File: config.mk
export PLATFORM = sky130hd
export DESIGN_NAME = hsv_to_rgb_converter_core
export DESIGN_NICKNAME = d
export VERILOG_FILES = /design/src/rtl/core/hsv2rgb_pkg.sv /design/src/rtl/core/hsv2rgb_chroma.sv /design/src/rtl/core/hsv2rgb_mix.sv /design/src/rtl/core/hsv2rgb_select.sv /design/src/rtl/core/hsv2rgb_round.sv /design/src/rtl/core/hsv_to_rgb_converter_core.sv
export SDC_FILE = /design/constraint.sdc
export NUM_CORES = 2
export LEC_CHECK = 0
export BUFFER_PORTS_ARGS = -buffer_cell sky130_fd_sc_hd__buf_2
export CORE_MARGIN = 10
export CORE_UTILIZATION = 25
export CTS_BUF_LIST = sky130_fd_sc_hd__clkbuf_16
export DETAILED_ROUTE_END_ITERATION = 12
export SLEW_MARGIN = 40
export SYNTH_ARGS = -nofsm -noshare
export SYNTH_HDL_FRONTEND = slang
export SYNTH_SLANG_ARGS = --single-unit
File: constraint.sdc
create_clock -name clk -period 7.96 [get_ports clk]
set_clock_uncertainty 0.15 [all_clocks]
set_input_delay 1.592 -clock clk [delete_from_list [all_inputs] [get_ports clk]]
set_output_delay 1.592 -clock clk [all_outputs]
set_load 0.01 [all_outputs]
File: src/rtl/core/hsv2rgb_pkg.sv
package hsv2rgb_pkg;

    // Hue is in 2^-HUE_FRAC_BITS degree units, channels are Q1.CHAN_FRAC_BITS.
    localparam int HUE_FRAC_BITS  = 6;
    localparam int CHAN_FRAC_BITS = 10;

    localparam int HUE_W  = 16;
    localparam int CHAN_W = 11;
    localparam int BYTE_W = 8;

    localparam int HUE_SPAN = 60 << HUE_FRAC_BITS;
    localparam int HUE_FULL = 360 << HUE_FRAC_BITS;
    localparam int CHAN_ONE = 1 << CHAN_FRAC_BITS;

    // chroma c = v*s carries 2F fraction bits, at most 1.0
    localparam int C_W   = 2 * CHAN_FRAC_BITS + 1;
    // remainder inside a sector and the x weight, both at most HUE_SPAN
    localparam int REM_W = $clog2(HUE_SPAN + 1);
    // channel numerator over D = HUE_SPAN * 2^(2F), at most D
    localparam int NUM_W = $clog2(HUE_SPAN) + 2 * CHAN_FRAC_BITS;

    // 255 / (60 * 2^(H+2F)) = 17 / 2^(H+2F+2): the byte scale is a shift
    localparam int ROUND_MUL   = 17;
    localparam int ROUND_SHIFT = HUE_FRAC_BITS + 2 * CHAN_FRAC_BITS + 2;
    localparam int SCALED_W    = ROUND_SHIFT + BYTE_W + 1;

    typedef enum logic [2:0] {
        SEC_RY   = 3'd0,  // red to yellow
        SEC_YG   = 3'd1,  // yellow to green
        SEC_GC   = 3'd2,  // green to cyan
        SEC_CB   = 3'd3,  // cyan to blue
        SEC_BM   = 3'd4,  // blue to magenta
        SEC_MR   = 3'd5,  // magenta to red
        SEC_WRAP = 3'd6   // hue of 360 degrees or more
    } sector_t;

    typedef struct packed {
        logic [HUE_W-1:0]  hue;
        logic [CHAN_W-1:0] saturation;
        logic [CHAN_W-1:0] brightness;
    } hsv_t;

    typedef struct packed {
        logic [BYTE_W-1:0] red;
        logic [BYTE_W-1:0] green;
        logic [BYTE_W-1:0] blue;
        logic              out_of_range;
    } rgb_t;

    typedef struct packed {
        logic [C_W-1:0]    chroma;
        logic [CHAN_W-1:0] value;
        sector_t           sector;
        logic [REM_W-1:0]  rem;
        logic              oor;
    } chroma_t;

    typedef struct packed {
        logic [NUM_W-1:0] c_span;
        logic [NUM_W-1:0] x_num;
        logic [NUM_W-1:0] m_span;
        sector_t          sector;
        logic             oor;
    } mix_t;

    typedef struct packed {
        logic [NUM_W-1:0] num_r;
        logic [NUM_W-1:0] num_g;
        logic [NUM_W-1:0] num_b;
        logic             oor;
    } chan_t;

endpackage

File: src/rtl/core/hsv2rgb_chroma.sv
module hsv2rgb_chroma import hsv2rgb_pkg::*;
(
    input  logic    clk,
    input  logic    rst_n,
    input  logic    up_valid,
    output logic    up_stall,
    input  hsv_t    up_data,
    output logic    dn_valid,
    input  logic    dn_stall,
    output chroma_t dn_data
);

    logic              valid_reg, valid_next;
    chroma_t           data_reg, data_next;
    logic [CHAN_W-1:0] sat_c, val_c;
    logic [2*CHAN_W-1:0] prod;
    logic [HUE_W-1:0]  base;
    sector_t           sector;

    assign up_stall = valid_reg && dn_stall;

    always_comb
    begin
        sat_c = (up_data.saturation > CHAN_W'(CHAN_ONE)) ? CHAN_W'(CHAN_ONE)
                                                         : up_data.saturation;
        val_c = (up_data.brightness > CHAN_W'(CHAN_ONE)) ? CHAN_W'(CHAN_ONE)
                                                         : up_data.brightness;
        prod  = sat_c * val_c;

        // sector by constant compares; the last hit wins
        sector = SEC_RY;
        base   = '0;
        for (int k = 1; k <= 6; k++)
        begin
            if (up_data.hue >= HUE_W'(k * HUE_SPAN))
            begin
                sector = sector_t'(3'(k));
                base   = HUE_W'(k * HUE_SPAN);
            end
        end

        data_next.chroma = prod[C_W-1:0];
        data_next.value  = val_c;
        data_next.sector = sector;
        data_next.rem    = REM_W'(up_data.hue - base);
        data_next.oor    = up_data.hue > HUE_W'(HUE_FULL);

        valid_next = up_stall ? valid_reg : up_valid;
    end

    always_ff @(posedge clk or negedge rst_n)
    begin
        if (!rst_n)
            valid_reg <= 1'b0;
        else
            valid_reg <= valid_next;
    end

    always_ff @(posedge clk)
    begin
        if (up_valid && !up_stall)
            data_reg <= data_next;
    end

    assign dn_valid = valid_reg;
    assign dn_data  = data_reg;

endmodule

File: src/rtl/core/hsv2rgb_mix.sv
module hsv2rgb_mix import hsv2rgb_pkg::*;
(
    input  logic    clk,
    input  logic    rst_n,
    input  logic    up_valid,
    output logic    up_stall,
    input  chroma_t up_data,
    output logic    dn_valid,
    input  logic    dn_stall,
    output mix_t    dn_data
);

    logic             valid_reg, valid_next;
    mix_t             data_reg, data_next;
    logic [REM_W-1:0] x_weight;
    logic [C_W-1:0]   m_level;
    logic [C_W+REM_W-1:0] x_prod;

    assign up_stall = valid_reg && dn_stall;

    always_comb
    begin
        // falling edge of the x ramp in odd sectors
        x_weight = (up_data.sector inside {SEC_YG, SEC_CB, SEC_MR})
                 ? REM_W'(HUE_SPAN) - up_data.rem : up_data.rem;
        x_prod   = up_data.chroma * x_weight;
        m_level  = C_W'({up_data.value, {CHAN_FRAC_BITS{1'b0}}}) - up_data.chroma;

        data_next.x_num  = x_prod[NUM_W-1:0];
        data_next.c_span = NUM_W'(up_data.chroma) * NUM_W'(HUE_SPAN);
        data_next.m_span = NUM_W'(m_level) * NUM_W'(HUE_SPAN);
        data_next.sector = up_data.sector;
        data_next.oor    = up_data.oor;

        valid_next = up_stall ? valid_reg : up_valid;
    end

    always_ff @(posedge clk or negedge rst_n)
    begin
        if (!rst_n)
            valid_reg <= 1'b0;
        else
            valid_reg <= valid_next;
    end

    always_ff @(posedge clk)
    begin
        if (up_valid && !up_stall)
            data_reg <= data_next;
    end

    assign dn_valid = valid_reg;
    assign dn_data  = data_reg;

endmodule

File: src/rtl/core/hsv2rgb_select.sv
module hsv2rgb_select import hsv2rgb_pkg::*;
(
    input  logic  clk,
    input  logic  rst_n,
    input  logic  up_valid,
    output logic  up_stall,
    input  mix_t  up_data,
    output logic  dn_valid,
    input  logic  dn_stall,
    output chan_t dn_data
);

    logic             valid_reg, valid_next;
    chan_t            data_reg, data_next;
    logic [NUM_W-1:0] term_r, term_g, term_b;

    assign up_stall = valid_reg && dn_stall;

    always_comb
    begin
        term_r = '0;
        term_g = '0;
        term_b = '0;
        if (!up_data.oor)
        begin
            case (up_data.sector)
                SEC_RY:
                begin
                    term_r = up_data.c_span;
                    term_g = up_data.x_num;
                end
                SEC_YG:
                begin
                    term_r = up_data.x_num;
                    term_g = up_data.c_span;
                end
                SEC_GC:
                begin
                    term_g = up_data.c_span;
                    term_b = up_data.x_num;
                end
                SEC_CB:
                begin
                    term_g = up_data.x_num;
                    term_b = up_data.c_span;
                end
                SEC_BM:
                begin
                    term_r = up_data.x_num;
                    term_b = up_data.c_span;
                end
                SEC_MR, SEC_WRAP:
                begin
                    term_r = up_data.c_span;
                    term_b = up_data.x_num;
                end
                default:
                begin
                    term_r = '0;
                end
            endcase
        end

        // sums stay within HUE_SPAN * 2^(2F)
        data_next.num_r = term_r + up_data.m_span;
        data_next.num_g = term_g + up_data.m_span;
        data_next.num_b = term_b + up_data.m_span;
        data_next.oor   = up_data.oor;

        valid_next = up_stall ? valid_reg : up_valid;
    end

    always_ff @(posedge clk or negedge rst_n)
    begin
        if (!rst_n)
            valid_reg <= 1'b0;
        else
            valid_reg <= valid_next;
    end

    always_ff @(posedge clk)
    begin
        if (up_valid && !up_stall)
            data_reg <= data_next;
    end

    assign dn_valid = valid_reg;
    assign dn_data  = data_reg;

endmodule

File: src/rtl/core/hsv2rgb_round.sv
module hsv2rgb_round import hsv2rgb_pkg::*;
(
    input  logic  clk,
    input  logic  rst_n,
    input  logic  up_valid,
    output logic  up_stall,
    input  chan_t up_data,
    output logic  dn_valid,
    input  logic  dn_stall,
    output rgb_t  dn_data
);

    logic valid_reg, valid_next;
    rgb_t data_reg, data_next;

    // floor(num * 255 / D + 1/2), clamped to a byte
    function automatic logic [BYTE_W-1:0] to_byte(input logic [NUM_W-1:0] num);
        logic [SCALED_W-1:0] scaled;
        logic [BYTE_W:0]     whole;
        scaled = SCALED_W'(num) * SCALED_W'(ROUND_MUL)
               + (SCALED_W'(1) << (ROUND_SHIFT - 1));
        whole  = scaled[ROUND_SHIFT +: BYTE_W+1];
        return whole[BYTE_W] ? {BYTE_W{1'b1}} : whole[BYTE_W-1:0];
    endfunction

    assign up_stall = valid_reg && dn_stall;

    always_comb
    begin
        data_next.red          = to_byte(up_data.num_r);
        data_next.green        = to_byte(up_data.num_g);
        data_next.blue         = to_byte(up_data.num_b);
        data_next.out_of_range = up_data.oor;

        valid_next = up_stall ? valid_reg : up_valid;
    end

    always_ff @(posedge clk or negedge rst_n)
    begin
        if (!rst_n)
            valid_reg <= 1'b0;
        else
            valid_reg <= valid_next;
    end

    always_ff @(posedge clk)
    begin
        if (up_valid && !up_stall)
            data_reg <= data_next;
    end

    assign dn_valid = valid_reg;
    assign dn_data  = data_reg;

endmodule

File: src/rtl/core/hsv_to_rgb_converter_core.sv
// An accepted pixel passes through the chroma, mix, select and round registers to rgb.
// Throughput: one pixel per cycle if not stalled; four register stages, each with its own valid bit.
// A stall on rgb holds only the stages that are full; bubbles ahead of it close up.
// Reset (rst_n low, asynchronous) clears every stage valid bit; data registers are not reset.
module hsv_to_rgb_converter_core import hsv2rgb_pkg::*;
(
    input  logic clk,
    input  logic rst_n,
    input  logic pixel_valid,
    output logic pixel_stall,
    input  hsv_t pixel,
    output logic rgb_valid,
    input  logic rgb_stall,
    output rgb_t rgb
);

    // Stage 1: clamp s and v to 1.0, chroma c = v*s, sector and remainder
    // of the hue inside its 60 degree span, out-of-range flag.
    logic    s1_valid, s1_stall;
    chroma_t s1_data;

    // Stage 2: x numerator c*xr, and c and m = v - c scaled by the span,
    // so every channel is a numerator over D = span * 2^(2F).
    logic    s2_valid, s2_stall;
    mix_t    s2_data;

    // Stage 3: sector places c and x on the channels, m added to each.
    // Out-of-range hue drops both, leaving the gray level m.
    logic    s3_valid, s3_stall;
    chan_t   s3_data;

    hsv2rgb_chroma u_chroma
    (
        .clk      (clk),
        .rst_n    (rst_n),
        .up_valid (pixel_valid),
        .up_stall (pixel_stall),
        .up_data  (pixel),
        .dn_valid (s1_valid),
        .dn_stall (s1_stall),
        .dn_data  (s1_data)
    );

    hsv2rgb_mix u_mix
    (
        .clk      (clk),
        .rst_n    (rst_n),
        .up_valid (s1_valid),
        .up_stall (s1_stall),
        .up_data  (s1_data),
        .dn_valid (s2_valid),
        .dn_stall (s2_stall),
        .dn_data  (s2_data)
    );

    hsv2rgb_select u_select
    (
        .clk      (clk),
        .rst_n    (rst_n),
        .up_valid (s2_valid),
        .up_stall (s2_stall),
        .up_data  (s2_data),
        .dn_valid (s3_valid),
        .dn_stall (s3_stall),
        .dn_data  (s3_data)
    );

    // Stage 4: byte rounding, floor(num*255/D + 1/2) done as a
    // multiply by 17 and a shift; this register drives rgb.
    hsv2rgb_round u_round
    (
        .clk      (clk),
        .rst_n    (rst_n),
        .up_valid (s3_valid),
        .up_stall (s3_stall),
        .up_data  (s3_data),
        .dn_valid (rgb_valid),
        .dn_stall (rgb_stall),
        .dn_data  (rgb)
    );

    // gray result on an out-of-range hue
    a_oor_gray: assert property (@(posedge clk) disable iff (!rst_n)
        rgb_valid && rgb.out_of_range |-> rgb.red == rgb.green && rgb.green == rgb.blue)
        else $error("out-of-range result is not gray");

    // an empty output stage means the whole pipe can move
    a_no_stall_when_empty: assert property (@(posedge clk) disable iff (!rst_n)
        !rgb_valid |-> !pixel_stall)
        else $error("input stalled while output stage is empty");

    // out-of-range numerators are equal before rounding
    a_oor_equal_num: assert property (@(posedge clk) disable iff (!rst_n)
        s3_valid && s3_data.oor |-> s3_data.num_r == s3_data.num_g
                                    && s3_data.num_g == s3_data.num_b)
        else $error("out-of-range channel numerators differ");

    // a pixel taken with the pipe free reaches rgb while rgb_stall stays low
    a_latency: assert property (@(posedge clk) disable iff (!rst_n)
        pixel_valid && !pixel_stall && !rgb_valid && !rgb_stall
        ##1 !rgb_stall ##1 !rgb_stall ##1 !rgb_stall |=> rgb_valid)
        else $error("pixel did not reach the output in four cycles");

endmodule
==> flow_summary.yaml <==
sta:
  post-route-min-period_ps: 7460
  rsz0062_at_grt: "no"
  fmax_mhz: 134
  hold_viol: 0
  tightest_slew_ps: 853
  finalSetupViolCount: 0
  slew_violations: 0
  slew-limit-headroom: 0.431
  tns_ps: 0
  min_period_over_period: 0.937
cells_and_area:
  syn_to_final_growth_pct: 11.6
  fill_cells: 13700
  instances_no_fill: 5227
  final_cell_area_um2: 36800
  nets: 4344
  final_core_util: 0.281
  drive_gt1_frac: 0.0678
cts:
  cts_tree: "yes"
  numCtsBuffers: 34
  clock-sinks: 257
  hold_buffers: 0
  clkLatencyLatePin_ps: 560
  ctsResizeCount: 0
  htreeDepth: 2
  clock_path_buffers: 3
  cts_setup_buffers: 0
  clkTransAtPathRegs_ps: 60
  cts_root_buffer: "clkbuf_16"
drt:
  first_iter_violations: 1131
  num_vias: 23700
  wl_per_cell_um: 15.3
  dr.pass1.iters: 5
  ant_nets: 0
  drc_errors: 0
  wirelength_um: 79900
  vias_per_cell: 4.53
critical_path:
  critPathArrivalTime_ps: 7610
  start_kind: "register"
  cpMostUsedCell: "fa_1"
  cp.buffers_inverters: 1
  cp_max_fo: 6
  crit_family: "adder cells"
  cp.required_ps: 8110
  worstSetupPathType: "reg2reg"
  path_cells: "or4_1 > nor3_1 > nand3_1 > xnor2_1 > nand2_1 > fa_1 > fa_1 > fa_1 > fa_1 > inv_1 > fa_1 > ha_1 > or2_2 > o31a_1 > a311oi_2 > o21ai_1 > o221a_2 > o41ai_2 > a21oi_1 > o31a_1"
  crit_slowest_cell: "or4_1"
  timing.reg2reg.setup_slack_ps: 500
  end_kind: "register"
  max_stage_delay_ps: 620
logic_synthesis:
  synth-seq-area-share: 0.233
  synth_edf_count: 253
  synth_common_cells: "ha_1, inv_1, fa_1, nor2_1, nand2_1"
  synth_cell_type_count: 86
  synth_area_per_cell_um2: 9.81
  syn_area_um2: 33000
  syn_inst: 3365
  ys_async_sr_fraction: 0.0156
  netlist.area_leader.share: 0.230
  synth.area.top_cells: "edfxtp_1, fa_1, ha_1, inv_1, nor2_1"
  synth_flop_cell: "edfxtp_1"
  synth_top_cell_by_area: "edfxtp_1"
  synth_nets: 4268
  yosys_warnings: 0
  synth_most_common_cell: "ha_1"
  ys_seq_elements: 257
grt:
  grt_start_max_net_pins: 80
  grt.total_usage: 0.108
  grt_pass1_vias: 24800
  antenna_found_initial: 7
  grt_pass1_wl_um: 130000
  gr-total-overflow: 0
floorplanning:
  num_io_pins: 69
  fp.dieW_um: 383
  initial_core_util: 0.251
  coreArea_um2: 131000
  rows: 133
  die_y_um: 383
  die-area_um2: 147000
placement:
  placed_cell_area_um2: 35700
  gp_congestion: 0.876
  hpwl_um: 66400
  placed_cells: 5160
  portBuffers: 68
run_status:
  run_status: "complete, no violations"
worst_hold_path:
  hold_path.class: "reg2reg"
job:
  maxCapViolCount: 0
## metrics by stage
step | hold WS, ps | setup WS (ps)
2_1_floorplan | 250 | 751
3_3_place_gp | 307 | 478
3_5_place_dp | 322 | 428
4_1_cts | 336 | 525
5_1_grt | 350 | 146
6_report | 328 | 504
## flip-flops by register name (all words and copies together), names as in the netlist
register	flops
u_select.dn_data	97
u_chroma.dn_valid	1
u_select.dn_valid	1
u_round.dn_data	25
u_round.dn_valid	1
u_chroma.dn_data	48
u_mix.dn_valid	1
u_mix.dn_data	83
## worst paths after layout
path	from	cells past startpoint	endpoint
min reg2reg	u_select.dn_valid	1	u_round.dn_valid
max reg2reg	u_chroma.dn_data[3]	20	u_mix.dn_data[67]
min in group asynchronous	rst_n	1	u_round.dn_valid
max in group asynchronous	rst_n	1	u_select.dn_valid
max	u_chroma.dn_data[3]	20	u_mix.dn_data[67]
min	u_select.dn_valid	1	u_round.dn_valid
## layout by cell type (no fill, tap or decap), types with 68 or more instances in the layout
cell	count
o21ai_0	80
nand2_1	303
buf_2	68
ha_1	509
fa_1	352
xnor2_1	138
a21o_1	69
edfxtp_1	253
a22oi_1	72
nor2_1	332
a21oi_1	136
inv_1	461
## logic make-up after synthesis
| kind of cell | share of synthesized area |
|---|---|
| buffers and inverters | 0.0623 |
| AND/OR/NAND/NOR | 0.128 |
| AO/OA/AOI/OAI | 0.117 |
| XOR/XNOR | 0.0506 |
| flip-flops | 0.233 |
| adder cells (fa/ha/maj) | 0.407 |
| multiplexers | 0.00159 |
## routing by layer
layer,up-vias,part of all wire,GRT usage
li1,11600,-,-
met1,11500,0.46,0.142
met2,473,0.46,0.180
met3,134,0.046,0.0165
met4,2,0.033,0.0354
met5,-,0.00016,0
## layout make-up
cell class | instances | area (µm²) | share of cell area
Timing Repair Buffer | 127 | 798 | 0.0217
Antenna cell | 5 | 12.5 | 0.000340
Inverter | 461 | 1730 | 0.0470
Sequential cell | 257 | 7700 | 0.209
Clock inverter | 27 | 228 | 0.00618
Tap cell | 1755 | 2200 | 0.0596
Clock buffer | 35 | 876 | 0.0238
Multi-Input combinational cell | 2560 | 23300 | 0.632
Power is left out: the tool's default activity adds up to more than one toggle a clock period on the data nets, which glitch-free logic cannot reach.
